### src/olt_pkg.sv
// Package for the ordered list table: data width, request codes and
// result status codes. No dependencies.
`timescale 1ns / 1ps

package olt_pkg;

  localparam int unsigned DATA_W   = 32;
  localparam int unsigned CMD_W    = 3;
  localparam int unsigned POS_W    = 6;
  localparam int unsigned STATUS_W = 2;
  localparam int unsigned INDEX_W  = 6;
  localparam int unsigned COUNT_W  = 7;

  // Request codes. Codes above CMD_SEARCH change nothing in the block and only report the current count.
  localparam logic [CMD_W-1:0] CMD_INS_HEAD = 3'd0;
  localparam logic [CMD_W-1:0] CMD_INS_TAIL = 3'd1;
  localparam logic [CMD_W-1:0] CMD_INS_POS  = 3'd2;
  localparam logic [CMD_W-1:0] CMD_DELETE   = 3'd3;
  localparam logic [CMD_W-1:0] CMD_SEARCH   = 3'd4;

  typedef enum logic [STATUS_W-1:0] {
    STATUS_OK        = 2'd0,
    STATUS_FULL      = 2'd1,
    STATUS_EMPTY     = 2'd2,
    STATUS_NOT_FOUND = 2'd3
  } status_e;

endpackage

### src/olt_req_if.sv
// Request channel of the ordered list table: valid/ready plus payload.
// Depends on olt_pkg.
`timescale 1ns / 1ps

interface olt_req_if;
  import olt_pkg::*;

  logic                     valid;
  logic                     ready;
  logic [CMD_W-1:0]         cmd;
  logic signed [DATA_W-1:0] value;
  logic [POS_W-1:0]         position;

  modport source (output valid, output cmd, output value, output position, input ready);
  modport sink   (input valid, input cmd, input value, input position, output ready);
endinterface

### src/olt_rsp_if.sv
// Response channel of the ordered list table: valid/ready plus payload.
// Depends on olt_pkg.
`timescale 1ns / 1ps

interface olt_rsp_if;
  import olt_pkg::*;

  logic                valid;
  logic                ready;
  logic [STATUS_W-1:0] status;
  logic                found;
  logic [INDEX_W-1:0]  match_index;
  logic [COUNT_W-1:0]  entry_count;

  modport source (output valid, output status, output found, output match_index,
                  output entry_count, input ready);
  modport sink   (input valid, input status, input found, input match_index,
                  input entry_count, output ready);
endinterface

### src/olt_mem.sv
// Entry storage of the ordered list table: one write port and one read
// port with registered read data. Depends on olt_pkg.
`timescale 1ns / 1ps

module olt_mem #(
  parameter int unsigned DEPTH = 64,
  parameter int unsigned AW    = 6
) (
  input  logic                        clk_i,
  input  logic                        we_i,
  input  logic [AW-1:0]               waddr_i,
  input  logic [olt_pkg::DATA_W-1:0]  wdata_i,
  input  logic [AW-1:0]               raddr_i,
  output logic [olt_pkg::DATA_W-1:0]  rdata_o
);
  import olt_pkg::*;

  logic [DATA_W-1:0] mem_q [DEPTH];
  logic [DATA_W-1:0] rdata_q;

  always_ff @(posedge clk_i) begin
    if (we_i) begin
      mem_q[waddr_i] <= wdata_i;
    end
    rdata_q <= mem_q[raddr_i];
  end

  assign rdata_o = rdata_q;

endmodule

### src/ordered_list_table_core.sv
// Ordered list table: a list of up to CAPACITY signed 32-bit values kept in one memory.
// Each entry moved is read and then written back one place over, and each entry compared is
// read and then checked against the requested value, in separate sequencer states; an insert
// at the tail moves nothing. One request is in flight at a time.
// Reset (rst_ni low, asynchronous) empties the list; memory contents are not cleared.
`timescale 1ns / 1ps

module ordered_list_table_core #(
  parameter int unsigned CAPACITY = 64
) (
  input  logic      clk_i,
  input  logic      rst_ni,
  olt_req_if.sink   req_i,
  olt_rsp_if.source rsp_o
);
  import olt_pkg::*;

  // Address width indexes the memory; count width also holds CAPACITY itself.
  localparam int unsigned AW  = (CAPACITY > 1) ? $clog2(CAPACITY) : 1;
  localparam int unsigned CW  = $clog2(CAPACITY + 1);
  // Common widths for comparing the 6-bit position with the count, and for
  // masking count and index down to the result field widths.
  localparam int unsigned PXW = (CW > POS_W) ? CW : POS_W;
  localparam int unsigned CXW = (CW > COUNT_W) ? CW : COUNT_W;
  localparam int unsigned IXW = (AW > INDEX_W) ? AW : INDEX_W;

  typedef enum logic [2:0] {
    S_IDLE,
    S_SHIFT_RD,
    S_SHIFT_WR,
    S_PUT,
    S_SCAN_RD,
    S_SCAN_CMP,
    S_DEL_RD,
    S_DEL_WR
  } state_e;

  // A separate flag marks a finished result waiting for the output register.
  state_e            state_q;
  logic              done_q;
  logic [CW-1:0]     count_q;
  logic [AW-1:0]     idx_q;
  logic [AW-1:0]     at_q;
  logic [CMD_W-1:0]  cmd_q;
  logic [DATA_W-1:0] value_q;
  status_e           status_q;
  logic              found_q;
  logic [AW-1:0]     match_q;

  logic                rsp_valid_q;
  logic [STATUS_W-1:0] rsp_status_q;
  logic                rsp_found_q;
  logic [INDEX_W-1:0]  rsp_index_q;
  logic [COUNT_W-1:0]  rsp_count_q;

  // Memory port signals.
  logic              mem_we;
  logic [AW-1:0]     mem_waddr;
  logic [DATA_W-1:0] mem_wdata;
  logic [AW-1:0]     mem_raddr;
  logic [DATA_W-1:0] mem_rdata;

  // Helper values for the sequencer.
  logic              req_fire;
  logic              out_free;
  logic [PXW-1:0]    pos_ext;
  logic [PXW-1:0]    cnt_pos_ext;
  logic [AW-1:0]     ins_at;
  logic [CW-1:0]     idx_plus1;
  logic [CW:0]       idx_plus2;
  logic              is_insert;
  logic              is_lookup;
  logic [CXW-1:0]    cnt_out_ext;
  logic [IXW-1:0]    idx_out_ext;

  assign req_fire  = req_i.valid && req_i.ready;
  assign out_free  = !rsp_valid_q || rsp_o.ready;
  // A new request is taken whenever the sequencer is free, even while the
  // previous result still waits in the output register.
  assign req_i.ready = (state_q == S_IDLE) && !done_q;

  assign is_insert = (req_i.cmd == CMD_INS_HEAD) || (req_i.cmd == CMD_INS_TAIL) ||
                     (req_i.cmd == CMD_INS_POS);
  assign is_lookup = (req_i.cmd == CMD_DELETE) || (req_i.cmd == CMD_SEARCH);

  // Insert position: head, tail, or the requested place clamped to the tail.
  // The list is not full when this is used, so the count fits the address.
  assign pos_ext     = PXW'(req_i.position);
  assign cnt_pos_ext = PXW'(count_q);

  always_comb begin
    ins_at = AW'(count_q);
    if (req_i.cmd == CMD_INS_HEAD) begin
      ins_at = '0;
    end else if (req_i.cmd == CMD_INS_POS && pos_ext < cnt_pos_ext) begin
      ins_at = AW'(req_i.position);
    end
  end

  assign idx_plus1 = CW'(idx_q) + CW'(1);
  assign idx_plus2 = (CW + 1)'(idx_q) + (CW + 1)'(2);

  // Memory control follows the sequencer state. Shifting toward the tail
  // reads entry idx-1 and writes it to idx; closing a gap reads idx+1 and
  // writes it to idx.
  always_comb begin
    mem_we    = 1'b0;
    mem_waddr = idx_q;
    mem_wdata = mem_rdata;
    mem_raddr = idx_q;
    case (state_q)
      S_SHIFT_RD: mem_raddr = idx_q - AW'(1);
      S_SHIFT_WR: mem_we = 1'b1;
      S_PUT: begin
        mem_we    = 1'b1;
        mem_waddr = at_q;
        mem_wdata = value_q;
      end
      S_SCAN_RD:  mem_raddr = idx_q;
      S_DEL_RD:   mem_raddr = AW'(idx_plus1);
      S_DEL_WR:   mem_we = 1'b1;
      default: ;
    endcase
  end

  olt_mem #(
    .DEPTH (CAPACITY),
    .AW    (AW)
  ) u_mem (
    .clk_i   (clk_i),
    .we_i    (mem_we),
    .waddr_i (mem_waddr),
    .wdata_i (mem_wdata),
    .raddr_i (mem_raddr),
    .rdata_o (mem_rdata)
  );

  // Result fields are masked to their port widths.
  assign cnt_out_ext = CXW'(count_q);
  assign idx_out_ext = IXW'(match_q);

  always_ff @(posedge clk_i or negedge rst_ni) begin
    if (!rst_ni) begin
      state_q      <= S_IDLE;
      done_q       <= 1'b0;
      count_q      <= '0;
      idx_q        <= '0;
      at_q         <= '0;
      cmd_q        <= '0;
      value_q      <= '0;
      status_q     <= STATUS_OK;
      found_q      <= 1'b0;
      match_q      <= '0;
      rsp_valid_q  <= 1'b0;
      rsp_status_q <= '0;
      rsp_found_q  <= 1'b0;
      rsp_index_q  <= '0;
      rsp_count_q  <= '0;
    end else begin
      // Move a finished result into the output register once it is free.
      if (done_q && out_free) begin
        done_q       <= 1'b0;
        rsp_valid_q  <= 1'b1;
        rsp_status_q <= status_q;
        rsp_found_q  <= found_q;
        rsp_index_q  <= idx_out_ext[INDEX_W-1:0];
        rsp_count_q  <= cnt_out_ext[COUNT_W-1:0];
      end else if (rsp_valid_q && rsp_o.ready) begin
        rsp_valid_q <= 1'b0;
      end

      case (state_q)
        S_IDLE: begin
          if (req_fire) begin
            cmd_q    <= req_i.cmd;
            value_q  <= req_i.value;
            found_q  <= 1'b0;
            match_q  <= '0;
            if (is_insert) begin
              if (count_q == CW'(CAPACITY)) begin
                status_q <= STATUS_FULL;
                idx_q    <= '0;
                done_q   <= 1'b1;
              end else begin
                status_q <= STATUS_OK;
                at_q     <= ins_at;
                idx_q    <= AW'(count_q);
                // Nothing to move when inserting at the tail.
                state_q <= (ins_at == AW'(count_q)) ? S_PUT : S_SHIFT_RD;
              end
            end else if (is_lookup) begin
              idx_q <= '0;
              if (count_q == '0) begin
                status_q <= STATUS_EMPTY;
                done_q   <= 1'b1;
              end else begin
                status_q <= STATUS_OK;
                state_q  <= S_SCAN_RD;
              end
            end else begin
              // Unused codes report the current count and change nothing.
              status_q <= STATUS_OK;
              idx_q    <= '0;
              done_q   <= 1'b1;
            end
          end
        end

        S_SHIFT_RD: state_q <= S_SHIFT_WR;

        S_SHIFT_WR: begin
          idx_q   <= idx_q - AW'(1);
          state_q <= ((idx_q - AW'(1)) == at_q) ? S_PUT : S_SHIFT_RD;
        end

        S_PUT: begin
          count_q <= count_q + CW'(1);
          done_q  <= 1'b1;
          state_q <= S_IDLE;
        end

        S_SCAN_RD: state_q <= S_SCAN_CMP;

        S_SCAN_CMP: begin
          if (mem_rdata == value_q) begin
            found_q <= 1'b1;
            match_q <= idx_q;
            if (cmd_q == CMD_DELETE && idx_plus1 < count_q) begin
              state_q <= S_DEL_RD;
            end else begin
              if (cmd_q == CMD_DELETE) begin
                count_q <= count_q - CW'(1);
              end
              done_q  <= 1'b1;
              state_q <= S_IDLE;
            end
          end else if (idx_plus1 == count_q) begin
            status_q <= STATUS_NOT_FOUND;
            done_q   <= 1'b1;
            state_q  <= S_IDLE;
          end else begin
            idx_q   <= AW'(idx_plus1);
            state_q <= S_SCAN_RD;
          end
        end

        S_DEL_RD: state_q <= S_DEL_WR;

        S_DEL_WR: begin
          // Entry idx now holds its successor; continue while one remains.
          if (idx_plus2 < (CW + 1)'(count_q)) begin
            idx_q   <= AW'(idx_plus1);
            state_q <= S_DEL_RD;
          end else begin
            count_q <= count_q - CW'(1);
            done_q  <= 1'b1;
            state_q <= S_IDLE;
          end
        end

        default: state_q <= S_IDLE;
      endcase
    end
  end

  assign rsp_o.valid       = rsp_valid_q;
  assign rsp_o.status      = rsp_status_q;
  assign rsp_o.found       = rsp_found_q;
  assign rsp_o.match_index = rsp_index_q;
  assign rsp_o.entry_count = rsp_count_q;

endmodule

### src/flat_wrapper.sv
// flat-port wrapper written by rule: the top's interface ports become plain ports
module ordered_list_table_core_flat import olt_pkg::*;
#(
  parameter int unsigned CAPACITY = 64
)
  (clk_i, rst_ni, req_i_valid, req_i_cmd, req_i_value, req_i_position, req_i_ready, rsp_o_valid, rsp_o_status, rsp_o_found, rsp_o_match_index, rsp_o_entry_count, rsp_o_ready);
  olt_req_if req_i_i ();
  olt_rsp_if rsp_o_i ();
  input  logic clk_i;
  input  logic rst_ni;
  input wire logic [$bits(req_i_i.valid)-1:0] req_i_valid;
  input wire logic [$bits(req_i_i.cmd)-1:0] req_i_cmd;
  input wire logic [$bits(req_i_i.value)-1:0] req_i_value;
  input wire logic [$bits(req_i_i.position)-1:0] req_i_position;
  output wire logic [$bits(req_i_i.ready)-1:0] req_i_ready;
  output wire logic [$bits(rsp_o_i.valid)-1:0] rsp_o_valid;
  output wire logic [$bits(rsp_o_i.status)-1:0] rsp_o_status;
  output wire logic [$bits(rsp_o_i.found)-1:0] rsp_o_found;
  output wire logic [$bits(rsp_o_i.match_index)-1:0] rsp_o_match_index;
  output wire logic [$bits(rsp_o_i.entry_count)-1:0] rsp_o_entry_count;
  input wire logic [$bits(rsp_o_i.ready)-1:0] rsp_o_ready;
  assign req_i_i.valid = req_i_valid;
  assign req_i_i.cmd = req_i_cmd;
  assign req_i_i.value = req_i_value;
  assign req_i_i.position = req_i_position;
  assign req_i_ready = req_i_i.ready;
  assign rsp_o_valid = rsp_o_i.valid;
  assign rsp_o_status = rsp_o_i.status;
  assign rsp_o_found = rsp_o_i.found;
  assign rsp_o_match_index = rsp_o_i.match_index;
  assign rsp_o_entry_count = rsp_o_i.entry_count;
  assign rsp_o_i.ready = rsp_o_ready;
  ordered_list_table_core #(.CAPACITY(CAPACITY)) u_core (.clk_i(clk_i), .rst_ni(rst_ni), .req_i(req_i_i), .rsp_o(rsp_o_i));
endmodule
### config.mk
export PLATFORM = sky130hd
export DESIGN_NAME = ordered_list_table_core_flat
export DESIGN_NICKNAME = d
export VERILOG_FILES = /design/src/olt_pkg.sv /design/src/olt_req_if.sv /design/src/olt_rsp_if.sv /design/src/olt_mem.sv /design/src/ordered_list_table_core.sv /design/src/flat_wrapper.sv
export SDC_FILE = /design/constraint.sdc
export NUM_CORES = 2
export LEC_CHECK = 0
export BUFFER_PORTS_ARGS = -buffer_cell sky130_fd_sc_hd__buf_2
export CORE_MARGIN = 5
export CORE_UTILIZATION = 58
export DETAILED_ROUTE_END_ITERATION = 10
export HOLD_SLACK_MARGIN = 0.08
export PLACE_DENSITY = 0.74
export SYNTH_ARGS = -nofsm -noshare
export SYNTH_HDL_FRONTEND = slang
export SYNTH_HIERARCHICAL = 1
export SYNTH_SLANG_ARGS = --single-unit
### constraint.sdc
create_clock -name clk_i -period 5.7 [get_ports clk_i]
set_clock_uncertainty 0.2 [all_clocks]
set_input_delay 0.285 -clock clk_i [delete_from_list [all_inputs] [get_ports clk_i]]
set_output_delay 0.285 -clock clk_i [all_outputs]
set_load 0.02 [all_outputs]
==> flow_metrics.tcl <==
set metrics [dict create \
    synth-simple-area-share 0.0240 \
    fin_total_pwr_mw 54.6 \
    die_w_um 391 \
    io_pins 63 \
    hold_viol 0 \
    cts_tree "yes" \
    comb_power_share 0.363 \
    dieArea_mm2 0.153 \
    rows 139 \
    synth_area_per_cell_um2 21.3 \
    cts_buffers 204 \
    clk_latency_ns 0.85 \
    numPortBuffers 62 \
    hold_ws_ns 0.107 \
    critPathCaptureType "flop" \
    relSlewSlack 0.0388 \
    fp.dieH_um 391 \
    min_to "u_core/rsp_o.valid" \
    async_flop_share 0.0388 \
    synthXorXnorAreaFrac 0.00614 \
    arrival_ns 5.82 \
    first_iter_violations 6347 \
    rrSetupSlack_ns 0.34 \
    drc 0 \
    gr-total-overflow 0 \
    synthAdderAreaFrac 0.00470 \
    fmax_ghz 0.187 \
    globalplace.congestion 0.903 \
    final_common_cell "edfxtp_1" \
    drv_slew 0 \
    p_leak_nw 30.6 \
    cts_max_path_buffers 3 \
    synth-edff-count 2048 \
    status "complete, no violations" \
    crit_path_cell_trace "inv_1, ha_1, nor3_1, a21oi_1, a2bb2oi_1, o31ai_4, buf_4, nor2b_1, buf_4, a22oi_1, and3_1, o32ai_1, nor3_1" \
    critPathKind "flop to flop" \
    synth_compound_area_frac 0.0240 \
    fillCellCount 8776 \
    synth.ff_latch_count 2164 \
    cp_data_required_time_ns 6.16 \
    reg2regPathDepth 13 \
    hp-start "rsp_o_ready" \
    grt_usage 0.293 \
    fin_ws_ns 0.341 \
    grt_max_degree 114 \
    max_stage_delay_ns 0.93 \
    areaGrowthSynthToFinish_pct 14.4 \
    vias 43374 \
    path_clk_slew_ns 0.06 \
    postRouteAntennaNets 0 \
    synth-seq-area-share 0.763 \
    synth_top_family_by_area "multiplexers" \
    drive_gt1_frac 0.275 \
    multi_input_area_mm2 0.0194 \
    grt_pass1_wl_um 317000 \
    yosys_most_used_dff "edfxtp_1" \
    powerDensity_mw_per_mm2 568 \
    r2r_start "u_core/idx_q[1]" \
    min_period_over_period 0.940 \
    intPower_mw 36.2 \
    nets 4387 \
    tightest_slew_ns 1.44 \
    clockRootBuffer "clkbuf_16" \
    dp_hpwl_um 123000 \
    switchingPower_mw 18.5 \
    cpMaxStageDelayCell "nor2b_1" \
    synth_warnings 6 \
    critPathMaxFanout 30 \
    htreeDepth 4 \
    post_cts_buffers 0 \
    core_area_mm2 0.144 \
    synth_fp_nets 4021 \
    worst-path-stages 13 \
    cp_top_family "compound AO/OA/AOI/OAI gates" \
    fin_crit_ns 5.36 \
    first_pass_iters 6 \
    syn-instance-count 3945 \
    pwr-share-seq 0.383 \
    start_util 0.585 \
    clkPwrFrac 0.254 \
    tns_ns 0 \
    swShare 0.338 \
    antenna_found_initial 12 \
    cp_num_buf_inv 3 \
    cts_num_sinks 2164 \
    grt_pass1_vias 43729 \
    wl_per_cell_um 34.5 \
    routed_wl_um 221000 \
    syn-cell-area_mm2 0.0842 \
    synth_cell_type_count 70 \
    final-seq-area_mm2 0.0642 \
    rsz0062_at_grt "false" \
    pre_cts_ws_ns 0.372 \
    muxShareOfSynthArea 0.165 \
    ir_drop_v 0.000570 \
    r2r-end "u_core/u_mem/rdata_o[20]" \
    hold_depth 4 \
    vias_per_cell 6.78 \
    finalSetupViolCount 0 \
    cp-start-kind "flop" \
    min_path_type "input pin to flop" \
    final_cell_mix "2048 x edfxtp_1, 544 x mux4_2, 210 x clkbuf_16" \
    cap_violations 0 \
]
cells by family (layout without fill, tap and decap cells):
| group | Yosys count | after routing |
|---|---|---|
| xor gates and xnor gates | 59 | 59 |
| DFF | 2164 | 2164 |
| other | 0 | 2 |
| buffers and inverters | 229 | 772 |
| muxes | 702 | 702 |
| AOI/OAI and AO/OA | 307 | 307 |
| adders and majority gates | 31 | 31 |
| and+or+nand+nor | 453 | 453 |
layer usage:
layer  wire (µm)  up-vias  GRT usage
li1            -    17167          -
met1       77600    22593      0.402
met2      104000     3099      0.453
met3       28100      507     0.0782
met4       10600        8      0.125
met5          54        -          0
sequential cells by signal (all words and copies together) (netlist names):
signal,flops
u_core/rsp_o.match_index,6
u_core/value_q,32
u_core/rsp_o.found,1
u_core/done_q,1
u_core/rsp_o.entry_count,7
u_core/at_q,6
u_core/found_q,1
u_core/u_mem/mem_q,2048
u_core/status_q,2
u_core/cnt_out_ext,7
u_core/rsp_o.status,2
u_core/idx_out_ext,6
u_core/rsp_o.valid,1
u_core/state_q,3
u_core/cmd_q,3
u_core/u_mem/rdata_o,32
u_core/idx_q,6
area by class of cell:
type,instances,area share
Tap cell,1903,0.0247
Clock buffer,267,0.0577
Sequential cell,2164,0.667
Antenna cell,2,0.0000520
Multi-Input combinational cell,1552,0.201
Inverter,19,0.000741
Clock inverter,116,0.0140
Timing Repair Buffer,370,0.0343
timing repair:
action                                  4_1_cts  5_1_grt
endpoints found under the setup margin        0        1
hold buffers                                120        0
resized for setup                             0        1
hold endpoints to repair                    139        0
metrics by stage:
stage,std cells,util,cell area [µm²]
2_1_floorplan,3945,-,84200
3_3_place_gp,5888,0.612,88100
3_5_place_dp,5888,0.612,88100
4_1_cts,6391,0.668,96300
5_1_grt,6391,0.669,96300
6_report,6393,0.669,96300
synth_stat cells, drive strengths merged, types with 5 or more instances:
library cell	count	share of area
a21o	6	0.00054
a21oi	86	0.0052
a22oi	15	0.0013
a311oi	9	0.0011
and2	5	0.00037
and3	7	0.00052
buf	123	0.0081
clkbuf	87	0.0039
dfrtp	84	0.025
dfxtp	32	0.0076
edfxtp	2048	0.73
ha	30	0.0045
inv	19	0.00085
mux2	49	0.0066
mux2i	109	0.013
mux4	544	0.15
nand2	176	0.0079
nand2b	11	0.00082
nand3	12	0.00083
nand3b	8	0.00071
nand4	16	0.0012
nor2	160	0.0071
nor2b	17	0.0013
nor3	18	0.0011
o21ai	32	0.0019
o221ai	29	0.0030
o22ai	89	0.0066
o32ai	5	0.00052
or2	5	0.00037
or3	5	0.00037
or3b	5	0.00052
xnor2	51	0.0053
xor2	8	0.00083
worst register-to-register path: stages, from the launching register on:
cell and delay (ns):
dfrtp_1 0.55, inv_1 0.26, ha_1 0.47, nor3_1 0.07, a21oi_1 0.13, a2bb2oi_1 0.32, o31ai_4 0.27, buf_4 0.40
nor2b_1 0.96, buf_4 0.34, a22oi_1 0.12, and3_1 0.21, o32ai_1 0.76, nor3_1 0.14
worst max path at each step:
stage / end / from / slack (ns)
global route: u_core/u_mem/rdata_o[3] / u_core/state_q[2] / 0.09
floorplan: u_core/u_mem/mem_q[48][0] / u_core/state_q[0] / 0.68
finish: u_core/u_mem/rdata_o[20] / u_core/idx_q[1] / 0.34
global placement: u_core/u_mem/rdata_o[28] / u_core/state_q[2] / 0.45
detailed placement: u_core/u_mem/rdata_o[28] / u_core/state_q[2] / 0.37
CTS: u_core/u_mem/rdata_o[28] / u_core/state_q[2] / 0.33
power by group through the flow:
stage | registers (mW) | logic (mW) | clock network, mW
after floorplan | 20.9 | 12.6 | 0
after global placement | 21.2 | 18.9 | 0
after detailed placement | 21.2 | 19.2 | 0
after CTS | 20.9 | 19.6 | 14.0
after global routing | 20.9 | 20.8 | 14.8
final | 20.9 | 19.8 | 13.9
(Power assumes the default switching activity.)
